===== config.mk =====
export PLATFORM = sky130hd
export DESIGN_NAME = serial_frame_receiver
export DESIGN_NICKNAME = d
export VERILOG_FILES = /design/src/rtl/sfr_pkg.sv /design/src/rtl/sfr_cmd_fifo.sv /design/src/rtl/sfr_front.sv /design/src/rtl/sfr_back.sv /design/src/rtl/serial_frame_receiver.sv
export SDC_FILE = /design/constraint.sdc
export NUM_CORES = 1
export LEC_CHECK = 0
export BUFFER_PORTS_ARGS = -buffer_cell sky130_fd_sc_hd__buf_2
export CORE_MARGIN = 1
export CORE_UTILIZATION = 66
export DETAILED_ROUTE_END_ITERATION = 16
export HOLD_SLACK_MARGIN = 0.08
export PLACE_DENSITY = 0.85
export SLEW_MARGIN = 20
export SYNTH_ARGS = -nofsm -noshare
export SYNTH_HDL_FRONTEND = slang
export SYNTH_HIERARCHICAL = 1
export SYNTH_SLANG_ARGS = --single-unit

===== constraint.sdc =====
create_clock -name clk -period 6.55 [get_ports clk]
set_input_delay 1.6375 -clock clk [delete_from_list [all_inputs] [get_ports clk]]
set_output_delay 1.6375 -clock clk [all_outputs]
set_load 0.02 [all_outputs]

===== src/rtl/sfr_pkg.sv =====
// Shared constants, register codes and inter-module structs for the serial frame receiver.
// Depends on nothing; every other file of the block imports it.
`timescale 1ns / 1ps

package sfr_pkg;

	// Frame geometry: header, DATA_LEN-1 payload bytes, checksum, footer.
	localparam int DATA_LEN = 8;
	localparam int PAY_LEN  = DATA_LEN - 1;
	localparam int CNT_W    = $clog2(DATA_LEN);

	localparam int BYTE_W = 8;
	localparam int IDX_W  = 6;
	localparam int TICK_W = 16;
	localparam int CFG_DW = 16;
	localparam int CFG_AW = 2;

	typedef enum logic [CFG_AW-1:0] {
		CFG_HEADER,
		CFG_FOOTER,
		CFG_TIMEOUT,
		CFG_RETRY
	} cfg_idx_t;

	localparam logic ST_DATA    = 1'b0;
	localparam logic ST_GIVE_UP = 1'b1;

	typedef struct packed {
		logic give_up;
		logic bank;
	} cmd_t;

	typedef struct packed {
		logic valid;
		cmd_t cmd;
	} push_t;

	typedef struct packed {
		logic              en;
		logic              bank;
		logic [CNT_W-1:0]  addr;
		logic [BYTE_W-1:0] data;
	} store_wr_t;

	typedef struct packed {
		logic valid;
		logic bank;
	} done_t;

endpackage


===== src/rtl/sfr_cmd_fifo.sv =====
// Two-entry command queue between the front-end frame parser and the result streamer.
// Depends on sfr_pkg for the command structs.
`timescale 1ns / 1ps

module sfr_cmd_fifo (
	input  logic          clk,
	input  logic          arst_n,
	input  sfr_pkg::push_t push_in,
	input  logic          rd,
	output logic          fifo_full,
	output logic          fifo_empty,
	output sfr_pkg::cmd_t head
);
	import sfr_pkg::*;

	cmd_t       slot_q [2];
	logic       wr_ptr_q;
	logic       rd_ptr_q;
	logic [1:0] count_q;
	logic       do_wr;
	logic       do_rd;

	assign fifo_full  = (count_q == 2'd2);
	assign fifo_empty = (count_q == 2'd0);
	assign head       = slot_q[rd_ptr_q];
	assign do_wr      = push_in.valid && !fifo_full;
	assign do_rd      = rd && !fifo_empty;

	always_ff @(posedge clk) begin
		if (do_wr) begin
			slot_q[wr_ptr_q] <= push_in.cmd;
		end
	end

	always_ff @(posedge clk or negedge arst_n) begin
		if (!arst_n) begin
			wr_ptr_q <= 1'b0;
			rd_ptr_q <= 1'b0;
			count_q  <= 2'd0;
		end else begin
			if (do_wr) begin
				wr_ptr_q <= ~wr_ptr_q;
			end
			if (do_rd) begin
				rd_ptr_q <= ~rd_ptr_q;
			end
			case ({do_wr, do_rd})
				2'b10:   count_q <= count_q + 2'd1;
				2'b01:   count_q <= count_q - 2'd1;
				default: count_q <= count_q;
			endcase
		end
	end

endmodule


===== src/rtl/sfr_front.sv =====
// Front end: configuration registers, tick timeout, frame parsing and failure counting.
// Writes payload bytes into the back end's two-bank store and queues stream or give-up commands.
// Depends on sfr_pkg.
`timescale 1ns / 1ps

module sfr_front (
	input  logic                           clk,
	input  logic                           arst_n,
	input  logic                           cfg_we,
	input  logic [sfr_pkg::CFG_AW-1:0]     cfg_index,
	input  logic [sfr_pkg::CFG_DW-1:0]     cfg_wdata,
	input  logic                           push,
	input  logic                           action,
	input  logic [sfr_pkg::BYTE_W-1:0]     rx_byte,
	input  logic                           fifo_full,
	input  sfr_pkg::done_t                 done,
	output logic                           full,
	output sfr_pkg::push_t                 cmd_push,
	output sfr_pkg::store_wr_t             store_wr
);
	import sfr_pkg::*;

	typedef enum logic [1:0] {
		PH_HUNT,
		PH_BODY,
		PH_FOOT
	} phase_t;

	logic [BYTE_W-1:0] header_q;
	logic [BYTE_W-1:0] footer_q;
	logic [TICK_W-1:0] timeout_q;
	logic [BYTE_W-1:0] retry_q;

	phase_t            phase_q,   phase_d;
	logic [CNT_W-1:0]  cnt_q,     cnt_d;
	logic [BYTE_W-1:0] sum_q,     sum_d;
	logic [BYTE_W-1:0] fail_q,    fail_d;
	logic [TICK_W-1:0] idle_q,    idle_d;
	logic              bank_q,    bank_d;
	logic [1:0]        busy_q;
	logic [1:0]        busy_set;
	logic [1:0]        busy_clr;

	logic              accept;
	logic              have_byte;
	logic [BYTE_W-1:0] b;
	logic              fail;
	logic [BYTE_W-1:0] fail_inc;

	// A bank stays locked from the queued stream command until its last byte leaves.
	assign full      = fifo_full || busy_q[bank_q];
	assign accept    = push && !full;
	assign have_byte = accept && (!action || (idle_q >= timeout_q));
	assign b         = action ? '0 : rx_byte;
	assign fail_inc  = fail_q + 8'd1;

	always_comb begin
		phase_d  = phase_q;
		cnt_d    = cnt_q;
		sum_d    = sum_q;
		fail_d   = fail_q;
		idle_d   = idle_q;
		bank_d   = bank_q;
		busy_set = 2'b00;
		fail     = 1'b0;
		cmd_push = '0;
		store_wr = '0;
		store_wr.bank = bank_q;
		store_wr.addr = cnt_q;
		store_wr.data = b;

		if (accept) begin
			if (!action || (idle_q >= timeout_q)) begin
				idle_d = '0;
			end else begin
				idle_d = idle_q + 16'd1;
			end
		end

		if (have_byte) begin
			unique case (phase_q)
				PH_BODY: begin
					if (cnt_q < CNT_W'(PAY_LEN)) begin
						store_wr.en = 1'b1;
						sum_d       = sum_q + b;
						cnt_d       = cnt_q + 1'b1;
					end else begin
						cnt_d = '0;
						sum_d = '0;
						if (sum_q != b) begin
							fail = 1'b1;
						end else begin
							phase_d = PH_FOOT;
						end
					end
				end
				PH_FOOT: begin
					phase_d = PH_HUNT;
					if (b != footer_q) begin
						fail = 1'b1;
					end else begin
						fail_d           = '0;
						cmd_push.valid   = 1'b1;
						cmd_push.cmd     = '{give_up: 1'b0, bank: bank_q};
						busy_set[bank_q] = 1'b1;
						bank_d           = ~bank_q;
					end
				end
				default: begin
					phase_d = PH_HUNT;
					if (b == header_q) begin
						phase_d = PH_BODY;
						cnt_d   = '0;
						sum_d   = '0;
					end else begin
						fail = 1'b1;
					end
				end
			endcase

			if (fail) begin
				phase_d = PH_HUNT;
				if (fail_inc >= retry_q) begin
					fail_d         = '0;
					cmd_push.valid = 1'b1;
					cmd_push.cmd   = '{give_up: 1'b1, bank: bank_q};
				end else begin
					fail_d = fail_inc;
				end
			end
		end
	end

	assign busy_clr = done.valid ? (2'b01 << done.bank) : 2'b00;

	always_ff @(posedge clk or negedge arst_n) begin
		if (!arst_n) begin
			header_q  <= 8'hFF;
			footer_q  <= 8'hFE;
			timeout_q <= 16'd100;
			retry_q   <= 8'd3;
			phase_q   <= PH_HUNT;
			cnt_q     <= '0;
			sum_q     <= '0;
			fail_q    <= '0;
			idle_q    <= '0;
			bank_q    <= 1'b0;
			busy_q    <= 2'b00;
		end else begin
			if (cfg_we) begin
				unique case (cfg_idx_t'(cfg_index))
					CFG_HEADER:  header_q  <= cfg_wdata[BYTE_W-1:0];
					CFG_FOOTER:  footer_q  <= cfg_wdata[BYTE_W-1:0];
					CFG_TIMEOUT: timeout_q <= cfg_wdata[TICK_W-1:0];
					CFG_RETRY:   retry_q   <= cfg_wdata[BYTE_W-1:0];
					default:     header_q  <= header_q;
				endcase
			end
			phase_q <= phase_d;
			cnt_q   <= cnt_d;
			sum_q   <= sum_d;
			fail_q  <= fail_d;
			idle_q  <= idle_d;
			bank_q  <= bank_d;
			busy_q  <= (busy_q & ~busy_clr) | busy_set;
		end
	end

endmodule


===== src/rtl/sfr_back.sv =====
// Back end: two-bank payload store, result sequencer and the output register.
// Depends on sfr_pkg.
`timescale 1ns / 1ps

module sfr_back (
	input  logic                       clk,
	input  logic                       arst_n,
	input  sfr_pkg::store_wr_t         store_wr,
	input  logic                       fifo_empty,
	input  sfr_pkg::cmd_t              head,
	output logic                       fifo_rd,
	output sfr_pkg::done_t             done,
	input  logic                       pop,
	output logic                       empty,
	output logic                       status,
	output logic [sfr_pkg::IDX_W-1:0]  data_index,
	output logic [sfr_pkg::BYTE_W-1:0] data_byte,
	output logic                       last
);
	import sfr_pkg::*;

	logic [BYTE_W-1:0] store_q [2][DATA_LEN];

	logic              active_q;
	logic              give_up_q;
	logic              bank_q;
	logic [CNT_W-1:0]  idx_q;
	logic              out_valid_q;
	logic              status_q;
	logic [IDX_W-1:0]  index_q;
	logic [BYTE_W-1:0] byte_q;
	logic              last_q;

	logic              take;
	logic              load;
	logic              final_item;

	assign take       = pop && out_valid_q;
	assign load       = active_q && (!out_valid_q || take);
	assign final_item = give_up_q || (idx_q == CNT_W'(PAY_LEN - 1));
	assign fifo_rd    = !active_q && !fifo_empty;
	assign done.valid = load && final_item && !give_up_q;
	assign done.bank  = bank_q;

	assign empty      = !out_valid_q;
	assign status     = status_q;
	assign data_index = index_q;
	assign data_byte  = byte_q;
	assign last       = last_q;

	always_ff @(posedge clk) begin
		if (store_wr.en) begin
			store_q[store_wr.bank][store_wr.addr] <= store_wr.data;
		end
		if (load) begin
			if (give_up_q) begin
				status_q <= ST_GIVE_UP;
				index_q  <= '0;
				byte_q   <= '0;
				last_q   <= 1'b1;
			end else begin
				status_q <= ST_DATA;
				index_q  <= IDX_W'(idx_q);
				byte_q   <= store_q[bank_q][idx_q];
				last_q   <= final_item;
			end
		end
	end

	always_ff @(posedge clk or negedge arst_n) begin
		if (!arst_n) begin
			active_q    <= 1'b0;
			give_up_q   <= 1'b0;
			bank_q      <= 1'b0;
			idx_q       <= '0;
			out_valid_q <= 1'b0;
		end else begin
			if (load) begin
				out_valid_q <= 1'b1;
			end else if (take) begin
				out_valid_q <= 1'b0;
			end
			if (fifo_rd) begin
				active_q  <= 1'b1;
				give_up_q <= head.give_up;
				bank_q    <= head.bank;
				idx_q     <= '0;
			end else if (load) begin
				if (final_item) begin
					active_q <= 1'b0;
				end else begin
					idx_q <= idx_q + 1'b1;
				end
			end
		end
	end

endmodule


===== src/rtl/serial_frame_receiver.sv =====
// Top level of the serial frame receiver: front parser, command queue and result streamer.
// Depends on sfr_pkg, sfr_front, sfr_cmd_fifo and sfr_back.
`timescale 1ns / 1ps

// Usage
// Input channel: drive action (0 = byte received on rx_byte, 1 = one millisecond tick)
// with push high; the transaction completes on a rising edge where full is low.
// Result channel: while empty is low, status, data_index, data_byte and last show the
// oldest result; raise pop to take it. A good frame gives DATA_LEN-1 payload results,
// the final one marked by last. A give-up after retry_limit failures gives one result
// with status set, zero index and data, and last set.
// Configuration: cfg_we with cfg_index (0 header, 1 footer, 2 timeout, 3 retry limit)
// and cfg_wdata writes a register on that edge; write only while the block is idle.
// Throughput: one input transaction per cycle while full is low. A good frame
// occupies the result sequencer while it fetches the command and then loads one
// result per cycle while the receiver keeps taking them; the sequencer fetches the next
// command only after the final result of the current one is loaded.
// A result is registered after its command passes through the queue and the sequencer.
// Stalls: the payload store has two banks. If the receiver holds off pop, the parser keeps
// taking bytes into the other bank; full rises once that bank also holds a finished frame,
// or when the two-entry command queue fills.
// Reset: arst_n clears parser state, failure count, queue and output; registers return to
// header 0xFF, footer 0xFE, timeout 100, retry limit 3. No clearing pass is needed.
module serial_frame_receiver (
	input  logic                       clk,
	input  logic                       arst_n,
	input  logic                       cfg_we,
	input  logic [sfr_pkg::CFG_AW-1:0] cfg_index,
	input  logic [sfr_pkg::CFG_DW-1:0] cfg_wdata,
	input  logic                       push,
	output logic                       full,
	input  logic                       action,
	input  logic [sfr_pkg::BYTE_W-1:0] rx_byte,
	output logic                       empty,
	input  logic                       pop,
	output logic                       status,
	output logic [sfr_pkg::IDX_W-1:0]  data_index,
	output logic [sfr_pkg::BYTE_W-1:0] data_byte,
	output logic                       last
);
	import sfr_pkg::*;

	push_t     cmd_push;
	store_wr_t store_wr;
	done_t     done;
	cmd_t      head;
	logic      fifo_full;
	logic      fifo_empty;
	logic      fifo_rd;

	// The front classifies each transaction and queues work for the back.
	sfr_front u_front (
		.clk       (clk),
		.arst_n    (arst_n),
		.cfg_we    (cfg_we),
		.cfg_index (cfg_index),
		.cfg_wdata (cfg_wdata),
		.push      (push),
		.action    (action),
		.rx_byte   (rx_byte),
		.fifo_full (fifo_full),
		.done      (done),
		.full      (full),
		.cmd_push  (cmd_push),
		.store_wr  (store_wr)
	);

	// The command queue lets the parser run ahead of a stalled result channel.
	sfr_cmd_fifo u_fifo (
		.clk        (clk),
		.arst_n     (arst_n),
		.push_in    (cmd_push),
		.rd         (fifo_rd),
		.fifo_full  (fifo_full),
		.fifo_empty (fifo_empty),
		.head       (head)
	);

	// The back streams stored payload or a give-up result into the output register.
	sfr_back u_back (
		.clk        (clk),
		.arst_n     (arst_n),
		.store_wr   (store_wr),
		.fifo_empty (fifo_empty),
		.head       (head),
		.fifo_rd    (fifo_rd),
		.done       (done),
		.pop        (pop),
		.empty      (empty),
		.status     (status),
		.data_index (data_index),
		.data_byte  (data_byte),
		.last       (last)
	);

`ifndef SYNTH
	// The front must never issue a command that the queue cannot hold.
	assert property (@(posedge clk) disable iff (!arst_n)
		cmd_push.valid |-> !fifo_full)
		else $error("command pushed into a full queue");

	// A give-up result always carries zero index and data and closes its run.
	assert property (@(posedge clk) disable iff (!arst_n)
		(!empty && status == ST_GIVE_UP) |-> (last && data_index == '0 && data_byte == '0))
		else $error("malformed give-up result");

	// A payload result is marked last exactly at the final payload position.
	assert property (@(posedge clk) disable iff (!arst_n)
		(!empty && status == ST_DATA) |-> (last == (data_index == IDX_W'(PAY_LEN - 1))))
		else $error("last flag misplaced in payload stream");

	// The payload store is never written in the bank being streamed out.
	assert property (@(posedge clk) disable iff (!arst_n)
		(store_wr.en && done.valid) |-> (store_wr.bank != done.bank))
		else $error("payload bank overwritten while streaming");
`endif

endmodule


---- Yosys cells after proc, flatten, opt, wreduce, memory -nomap -nowiden ----
Memory sizes are Yosys's and may differ from the RTL's. A register that Yosys moved wholly into a read port is not among the register bits.
Cells that the tools add are included.
word-level totals
  register bits after elaboration ......... 105
  bits in latches ......................... 0
  RAM bits ................................ 132
  ROM bits ................................ 0
  bits of input ports ..................... 32
  memories kept ........................... 2
operators by class
  $add $sub $neg .......................... 7
  $mul .................................... 0
  div/mod/pow operators ................... 0
  $lt $le $gt $ge ......................... 8
  equality and inequality tests ........... 16
  shift-type cells ........................ 1
  multiplexer cells ....................... 58
  bitwise operators ....................... 10
  reductions and logical operators ........ 41
memory list
  memory          words  width  read ports  clocked after Yosys merged registers in  wr ports  RTL line            text
  u_back.store_q  2      64     1           0                                        1         sfr_back.sv:22      logic [BYTE_W-1:0] store_q [2][DATA_LEN];
  u_fifo.slot_q   2      2      1           1                                        1         sfr_cmd_fifo.sv:16  cmd_t slot_q [2];
operators with widths
  kind                   count
  $mux 8                 10
  $mux 64                1
  $mux 3                 10
  $bmux 8 s3             1
  $demux 8 s3            1
  $mux 1                 21
  $add 16x1->16 const B  1
  $ge 16x16->1           1
  $mux 16                1
  $ne 8x8->1             2
  $pmux 8 s2             1
  $mux 2                 7
  $reduce_and 2->1       6
  $reduce_and 3->1       4
  $reduce_bool 2->1      6
  $logic_and 1x1->1      11
  $eq 2x2->1 const B     5
  $add 8x1->8 const B    1
  $add 8x8->8            1
  $eq 8x8->1             1
  $ge 4x4->1 const B     2
  $ge 8x8->1             1
  $logic_not 1->1        8
  $not 3->4              2
  other kinds (22)       36

---- Longest topological paths before layout ----
Gate-level depths: netlist (run 1).
  depth in word-level cells ............... 12
  gate-level depth with buffers ........... 16

---- Cells and area by module ----
The synthesis (run 1) kept the hierarchy.
modules (own cells, without submodules)
  module        times used  cells each  area an instance (µm²)  sequential area each (µm²)
  sfr_back      1           338         5879.4                  4409.2
  sfr_front     1           488         4885.9                  2026.9
  sfr_cmd_fifo  1           24          339.1                   220.2

---- Worst setup path after synthesis (run 1) ----
No wires, ideal clock.
  path kind ............................... input to register
  from .................................... in action
  to ...................................... reg u_fifo.count_q[1]
  setup time .............................. 0.079 ns
  arrival time ............................ 4.336 ns
  data required time ...................... 6.471 ns
  path slack .............................. 2.135 ns
  stages .................................. 12
  cell sequence ........................... clkbuf_1 -> nor2b_1 -> ha_1 -> nor4_1 -> a31oi_2 -> a21oi_1 -> a221o_1 -> o21ai_1 -> nand2_1 -> ha_1 -> nor2_1 -> xor2_1
RTL lines
  element               RTL line                     text
  start, declared       serial_frame_receiver.sv:32  input logic action,
  end signal, assigned  sfr_cmd_fifo.sv:48           2'b10: count_q <= count_q + 2'd1;
  end signal, assigned  sfr_cmd_fifo.sv:49           2'b01: count_q <= count_q - 2'd1;
  end signal, assigned  sfr_cmd_fifo.sv:50           default: count_q <= count_q;
  end, declared         sfr_cmd_fifo.sv:19           logic [1:0] count_q;

==> results of run 1 <==
-- per-stage QoR --
step,power (mW),instances
finish,4.314,1139
global route,4.500,1138
CTS,4.328,1138
detailed placement,2.904,1094
global placement,2.866,1094
floorplan,2.679,852
-- final cells by class --
| cell class | count | area [um2] | area share, % |
|---|---|---|---|
| antenna | 1 | 2.502 | 0.02029 |
| clock buffer | 33 | 675.6 | 5.479 |
| clock inverter | 11 | 153.9 | 1.248 |
| inverter | 40 | 150.1 | 1.218 |
| multi-input combinational | 546 | 4135 | 33.54 |
| sequential | 236 | 6660 | 54.01 |
| tap | 220 | 275.3 | 2.232 |
| timing repair buffer | 52 | 277.8 | 2.253 |
-- synth_stat cells (18+ instances only) --
cell / n / area share [%]
a22oi_1: 27 / 1.8
dfrtp_1: 71 / 16
dfstp_2: 20 / 4.7
edfxtp_1: 145 / 39
ha_1: 40 / 4.5
inv_1: 39 / 1.3
mux2_2: 44 / 4.5
mux2i_1: 52 / 4.7
nand2_1: 59 / 2.0
nand3_1: 27 / 1.2
nor2_1: 57 / 1.9
nor3_1: 18 / 0.81
o21ai_0: 26 / 1.2
xor2_1: 23 / 1.8
-- layout by cell type, fill, tap and decap left out, types with 6 or more instances in the layout --
| cell type | count |
|---|---|
| a21oi_1 | 17 |
| a21o_1 | 10 |
| edfxtp_1 | 145 |
| nor3_1 | 10 |
| inv_1 | 39 |
| and3_1 | 6 |
| mux2_2 | 44 |
| o21ai_0 | 26 |
| nor3_2 | 8 |
| buf_2 | 45 |
| nor2_1 | 57 |
| nor2b_2 | 6 |
| xor2_1 | 23 |
| dfrtp_1 | 70 |
| xnor2_1 | 15 |
| buf_4 | 7 |
| mux2i_1 | 52 |
| nand2_1 | 59 |
| nand2b_1 | 13 |
| o31ai_1 | 6 |
| o21ai_1 | 6 |
| clkbuf_16 | 25 |
| a31oi_1 | 6 |
| clkbuf_1 | 6 |
| nand3_1 | 27 |
| ha_1 | 40 |
| dfstp_2 | 20 |
| nor2b_1 | 7 |
| a22oi_1 | 27 |
-- tightest hold or removal path, delay by kind of cell, from the launching register on --
kind,cells,cell delay [ns]
flops,1,0.35
compound gates,1,0.06
simple gates,1,0.05
-- logic make-up after synthesis --
kind of cell	count (synthesis)	synth area share, %
XOR/XNOR	38	2.997
AND/OR/NAND/NOR	229	10.34
multiplexers	102	10.40
flip-flops	236	59.94
AO/OA/AOI/OAI	133	8.236
buffers and inverters	70	3.358
adder cells (fa/ha/maj)	41	4.687
other	1	0.03377
-- flip-flops by register name (all words and copies together), names as in the netlist, 2 cells and up --
name and count:
u_back/store_q 128, u_front/idle_q 16, u_front/timeout_q 16, u_back/data_byte 8, u_front/fail_q 8, u_front/footer_q 8
u_front/header_q 8, u_front/retry_q 8, u_front/sum_q 8, u_fifo/slot_q 4, u_back/data_index 3, u_back/idx_q 3
u_front/cnt_q 3, u_fifo/count_q 2, u_front/busy_q 2, u_front/phase_q 2
-- metal layers --
| metal | global-route usage (%) | up-vias |
|---|---|---|
| met5 | 0 | - |
| met4 | 12.34 | 0 |
| met3 | 4.360 | 72 |
| met2 | 45.80 | 312 |
| met1 | 35.30 | 3527 |
| li1 | - | 3228 |
-- report_power, final --
group	switching [mW]	internal, mW
Combinational	0.497	0.420
Sequential	0.215	1.76
Clock	0.540	0.878
Total	1.25	3.06
-- how the worst max path moves through the flow --
stage / start / endpoint / slack, ns / cells after the start
after floorplan: action / u_fifo/count_q[1]$_DFFE_PN0P_ / 2.13 / 12
after global placement: action / u_fifo/count_q[1]$_DFFE_PN0P_ / 1.40 / 13
after detailed placement: action / u_fifo/count_q[1]$_DFFE_PN0P_ / 1.23 / 12
after CTS: action / u_fifo/count_q[1]$_DFFE_PN0P_ / 1.72 / 12
after global routing: action / u_fifo/count_q[1]$_DFFE_PN0P_ / 1.44 / 12
final: action / u_fifo/count_q[1]$_DFFE_PN0P_ / 1.72 / 12
==> flow_metrics.env, run 1 <==
export IMPL_status="complete, no violations"
export IMPL_finalMaxSlewViolations=0
export IMPL_syn_area_per_cell_um2=13.06
export IMPL_timing_setup_tns_ns=0
export IMPL_cts_buffers=24
export IMPL_setup_viol=0
export IMPL_worstSetupStartpointType="input pin"
export IMPL_worstMarginPinSlew_ns=1.132
export IMPL_fin_crit_sh_pct=73.76
export IMPL_power_leakage_nw=4.956
export IMPL_cp_common_cell="ha_1"
export IMPL_die_x_um=131.7
export IMPL_wirelength_mm=23.43
export IMPL_dpl_hpwl_mm=15.15
export IMPL_grt_pass1_wl_mm=36.49
export IMPL_crit_buf_inv=1
export IMPL_ys_types=69
export IMPL_hold_ws_ns=0.4975
export IMPL_ioPinCount=50
export IMPL_worstHoldPathCells=2
export IMPL_ff2ff_path_depth=12
export IMPL_postCtsSetupBuffers=0
export IMPL_core_region_area_um2=16520
export IMPL_yosysWarnings=6
export IMPL_hold_violations=0
export IMPL_seq_area_frac_synth_pct=59.94
export IMPL_async_flop_share_pct=38.56
export IMPL_worstHoldStart="u_front/sum_q[0]$_DFFE_PN0P_"
export IMPL_syn_area_um2=11100
export IMPL_h_tree_depth=1
export IMPL_path_delay_family="simple AND/OR/NAND/NOR gates"
export IMPL_min_to="u_front/sum_q[0]$_DFFE_PN0P_"
export IMPL_utilization_pct=74.62
export IMPL_synth_ff_type="edfxtp_1"
export IMPL_nNetsFinal=973
export IMPL_cts_sinks=236
export IMPL_cap_violations=0
export IMPL_critPathCaptureType="register"
export IMPL_vias=7139
export IMPL_ys_ff_latch=236
export IMPL_grt_ovfl_total=0
export IMPL_crit_chain="buf_2 > nor2b_1 > ha_1 > nor4_1 > a31oi_2 > a21oi_1 > a221o_1 > o21ai_1 > nand2_1 > ha_1 > nor2_1 > xor2_1"
export IMPL_ant_nets=0
export IMPL_wl_per_cell_um=20.57
export IMPL_holdCritPathClass="reg -> reg"
export IMPL_wl_met1_mm=9.405
export IMPL_cts_resized=0
export IMPL_port_buffers=46
export IMPL_cts_tree="built"
export IMPL_setup_worst_path_class="in -> reg"
export IMPL_wl_met2_mm=11.76
export IMPL_clock_skew_ns=0.01992
export IMPL_syn2layout_area_growth_pct=11.04
export IMPL_fin_area_um2=12330
export IMPL_rsz0062_at_grt="no"
export IMPL_timing_final_ws_setup_ns=1.719
export IMPL_cts_root_buf="clkbuf_16"
export IMPL_slew_headroom_pct=24.26
export IMPL_dp_slack_ns=1.232
export IMPL_num_rows=47
export IMPL_first_global_vias=6845
export IMPL_grt_max_degree=62
export IMPL_period_needed_ns=4.831
export IMPL_postCtsHoldBufs=0
export IMPL_fmax_mhz=207.0
export IMPL_die_area_um2=17350
export IMPL_slowest_stage="nor2b_1"
export IMPL_r2r_setup_slack_ns=3.06
export IMPL_grtUsageTotal_pct=27.31
export IMPL_drc_errors=0
export IMPL_ir_drop_mv=0.2505
export IMPL_required_ns=6.99
export IMPL_drive_gt1_share_pct=20.04
export IMPL_reg2reg_from="u_front/timeout_q[5]$_DFFE_PN1P_"
export IMPL_avgViaCountPerCell=6.268
export IMPL_dpl_instance_area_um2=11490
export IMPL_path_clk_slew_ns=0.06
export IMPL_syn_inst=850
export IMPL_p_per_area_nw_per_um2=349.8
export IMPL_start_util_pct=67.20
export IMPL_insertion_delay_ns=0.52
export IMPL_dr_max_layer_used="met4"
export IMPL_wl_met3_mm=1.443
export IMPL_synth_edff_count=145
export IMPL_clk_path_buf_depth=3
export IMPL_antenna_found_initial=1
export IMPL_drt_iter0_drc=593
export IMPL_gp_congestion=0.8947
export IMPL_cp_arrival_ns=5.27
export IMPL_crit_path_max_incr_delay_ns=0.87
export IMPL_worstReg2RegEnd="u_fifo/count_q[1]$_DFFE_PN0P_"
export IMPL_crit_fanout=25
export IMPL_n_fill_cell=1026
export IMPL_dr_pass1_iters=5
export IMPL_die_h_um=131.7
Power figures use the tool's default switching activity.
==> inputs of run 2 (changes only) <==
--- a/config.mk
+++ b/config.mk
@@ -7,10 +7,10 @@
 export LEC_CHECK = 0
 export BUFFER_PORTS_ARGS = -buffer_cell sky130_fd_sc_hd__buf_2
 export CORE_MARGIN = 1
-export CORE_UTILIZATION = 66
+export CORE_UTILIZATION = 56
 export DETAILED_ROUTE_END_ITERATION = 16
 export HOLD_SLACK_MARGIN = 0.08
-export PLACE_DENSITY = 0.85
+export PLACE_DENSITY = 0.76
 export SLEW_MARGIN = 20
 export SYNTH_ARGS = -nofsm -noshare
 export SYNTH_HDL_FRONTEND = slang
==> constraint.sdc (replaced) <==
create_clock -name clk -period 4.3 [get_ports clk]
set_input_delay 1.075 -clock clk [delete_from_list [all_inputs] [get_ports clk]]
set_output_delay 1.075 -clock clk [all_outputs]
set_load 0.02 [all_outputs]
==> run 2 against run 1 <==
Register-to-register slack worse by 2.0 ns. Clock skew down 0.010 ns. Sequential power rose by 52%. Hold slack gained 0.0053 ns. Routed wire length fell by 6.8%. Cell area grew 1.1%. Via count down 4.5%. Clock-buffer cell count is 7 lower. Sequential share of layout area is 0.59 points lower. Power increased by 51%. Non-clock buffer count increased by 20. Final cell count rose by 5.6%.
==> flow_metrics.env, run 2 (synthesis gave the netlist of run 1 again) <==
export IMPL_setup_viol=0
export IMPL_grtUsageTotal_pct=22.33
export IMPL_ant_nets=0
export IMPL_die_x_um=142.8
export IMPL_worstSetupStartpointType="register"
export IMPL_drc_errors=0
export IMPL_num_rows=51
export IMPL_cp_arrival_ns=3.64
export IMPL_postCtsHoldBufs=0
export IMPL_avgViaCountPerCell=5.666
export IMPL_final_cell_mix="edfxtp_1, dfrtp_1, nand2_1, nor2_1, mux2i_1"
export IMPL_largest_reg_flops=128
export IMPL_slowest_stage="dfrtp_1"
export IMPL_wirelength_mm=21.85
export IMPL_dpl_hpwl_mm=14.48
export IMPL_cts_root_buf="clkbuf_16"
export IMPL_period_needed_ns=3.194
export IMPL_path_clk_slew_ns=0.06
export IMPL_wl_per_cell_um=18.16
export IMPL_cts_buffers=24
export IMPL_ir_drop_mv=0.3343
export IMPL_cap_violations=0
export IMPL_first_global_vias=6624
export IMPL_h_tree_depth=1
export IMPL_crit_fanout=5
export IMPL_setup_worst_path_class="reg -> reg"
export IMPL_status="complete, no violations"
export IMPL_cts_resized=0
export IMPL_fmax_mhz=313.1
export IMPL_crit_path_max_incr_delay_ns=0.43
export IMPL_required_ns=4.74
export IMPL_setup_worst_path_start="u_front/fail_q[0]$_DFFE_PN0P_"
export IMPL_fin_crit_sh_pct=74.29
export IMPL_r2r_setup_slack_ns=1.11
export IMPL_core_region_area_um2=19460
export IMPL_cts_sinks=236
export IMPL_slew_headroom_pct=29.44
export IMPL_power_leakage_nw=5.058
export IMPL_postCtsSetupBuffers=0
export IMPL_ioPinCount=50
export IMPL_drt_iter0_drc=448
export IMPL_clk_path_buf_depth=3
export IMPL_final_common_cell="edfxtp_1"
export IMPL_timing_setup_tns_ns=0
export IMPL_crit_chain="ha_1 > nand3_1 > or2_2 > nand2_1 > ha_1 > and3_1 > a21oi_1 > o21ai_0 > o22ai_1 > o21ai_1 > nand2_1 > ha_1 > nor2_1 > xor2_1"
export IMPL_reg2reg_from="u_front/fail_q[0]$_DFFE_PN0P_"
export IMPL_start_util_pct=57.06
export IMPL_holdCritPathClass="reg -> reg"
export IMPL_critPathCaptureType="register"
export IMPL_multi_input_area_um2=4083
export IMPL_vias=6816
export IMPL_cts_tree="built"
export IMPL_insertion_delay_ns=0.52
export IMPL_cp_common_cell="ha_1"
export IMPL_regArea_um2=6660
export IMPL_n_fill_cell=1456
export IMPL_die_area_um2=20400
export IMPL_p_per_area_nw_per_um2=523.0
export IMPL_grt_ovfl_total=0
export IMPL_utilization_pct=64.06
export IMPL_worstHoldStart="u_fifo/count_q[1]$_DFFE_PN0P_"
export IMPL_worstMarginPinSlew_ns=1.058
export IMPL_clock_skew_ns=0.009645
export IMPL_antenna_found_initial=0
export IMPL_rsz0062_at_grt="no"
export IMPL_nNetsFinal=993
export IMPL_grt_pass1_wl_mm=34.73
export IMPL_dr_pass1_iters=5
export IMPL_finalMaxSlewViolations=0
export IMPL_die_h_um=142.8
export IMPL_grt_max_degree=64
export IMPL_top_register="u_back/store_q"
export IMPL_drive_gt1_share_pct=21.00
export IMPL_syn2layout_area_growth_pct=12.27
export IMPL_hold_violations=0
export IMPL_diodes=0
export IMPL_reg_largest_list="u_back/store_q x128, u_front/idle_q x16, u_front/timeout_q x16"
export IMPL_port_buffers=46
export IMPL_gp_congestion=0.8404
run 2: final cells by class:
class	count	share of cell area, %
clock buffers	26	4.878
inverters	40	1.204
multi-input cells	546	32.75
flip-flops and latches	236	53.42
well taps	265	2.660
repair buffers	72	3.432
clock inverters	18	1.656
run 2: report_power, final:
group / switching, mW / total (mW) / internal (mW)
clock: 0.867 / 2.14 / 1.27
sequential: 0.312 / 3.00 / 2.69
combinational: 0.738 / 1.39 / 0.649
total: 1.92 / 6.52 / 4.60
run 2: through the flow:
| step | std cells | power (mW) | worst slack (ns) | hold WS [ns] | cell area (um2) |
|---|---|---|---|---|---|
| 2_1_floorplan | 852 | 4.081 | 0.4470 | 0.4484 | 11110 |
| 3_3_place_gp | 1159 | 4.382 | 0.6205 | 0.4687 | 11650 |
| 3_5_place_dp | 1159 | 4.426 | 0.5796 | 0.4784 | 11650 |
| 4_1_cts | 1203 | 6.566 | 1.124 | 0.5052 | 12470 |
| 5_1_grt | 1203 | 6.825 | 0.8664 | 0.5228 | 12470 |
| 6_report | 1203 | 6.520 | 1.106 | 0.5028 | 12470 |
run 2: worst paths after layout:
| check | cells past startpoint | to |
|---|---|---|
| max in group asynchronous | 2 | u_front/footer_q[7]$_DFFE_PN1P_ |
| worst min register to register | 1 | u_fifo/count_q[1]$_DFFE_PN0P_ |
| min in group asynchronous | 1 | u_front/retry_q[4]$_DFFE_PN0P_ |
| worst max register to register | 14 | u_fifo/count_q[1]$_DFFE_PN0P_ |
| worst min-delay path | 1 | u_fifo/count_q[1]$_DFFE_PN0P_ |
| worst max-delay path | 14 | u_fifo/count_q[1]$_DFFE_PN0P_ |
run 2: critical path, delay by kind of cell, from the launching register on:
family | cells | cell delay, ns
flops | 1 | 0.43
fa+ha+maj | 3 | 0.73
xor+xnor | 1 | 0.15
simple gates | 6 | 0.96
compound gates | 4 | 0.83
run 2: routing by layer:
layer,track usage (%),vias to the layer above,part of all wire (%),wire length (um)
met5,0,-,0,0
met1,29.77,3305,44,9712
met4,8.036,0,3.3,719
li1,-,3269,-,-
met2,37.62,199,48,10420
met3,2.951,43,4.5,989
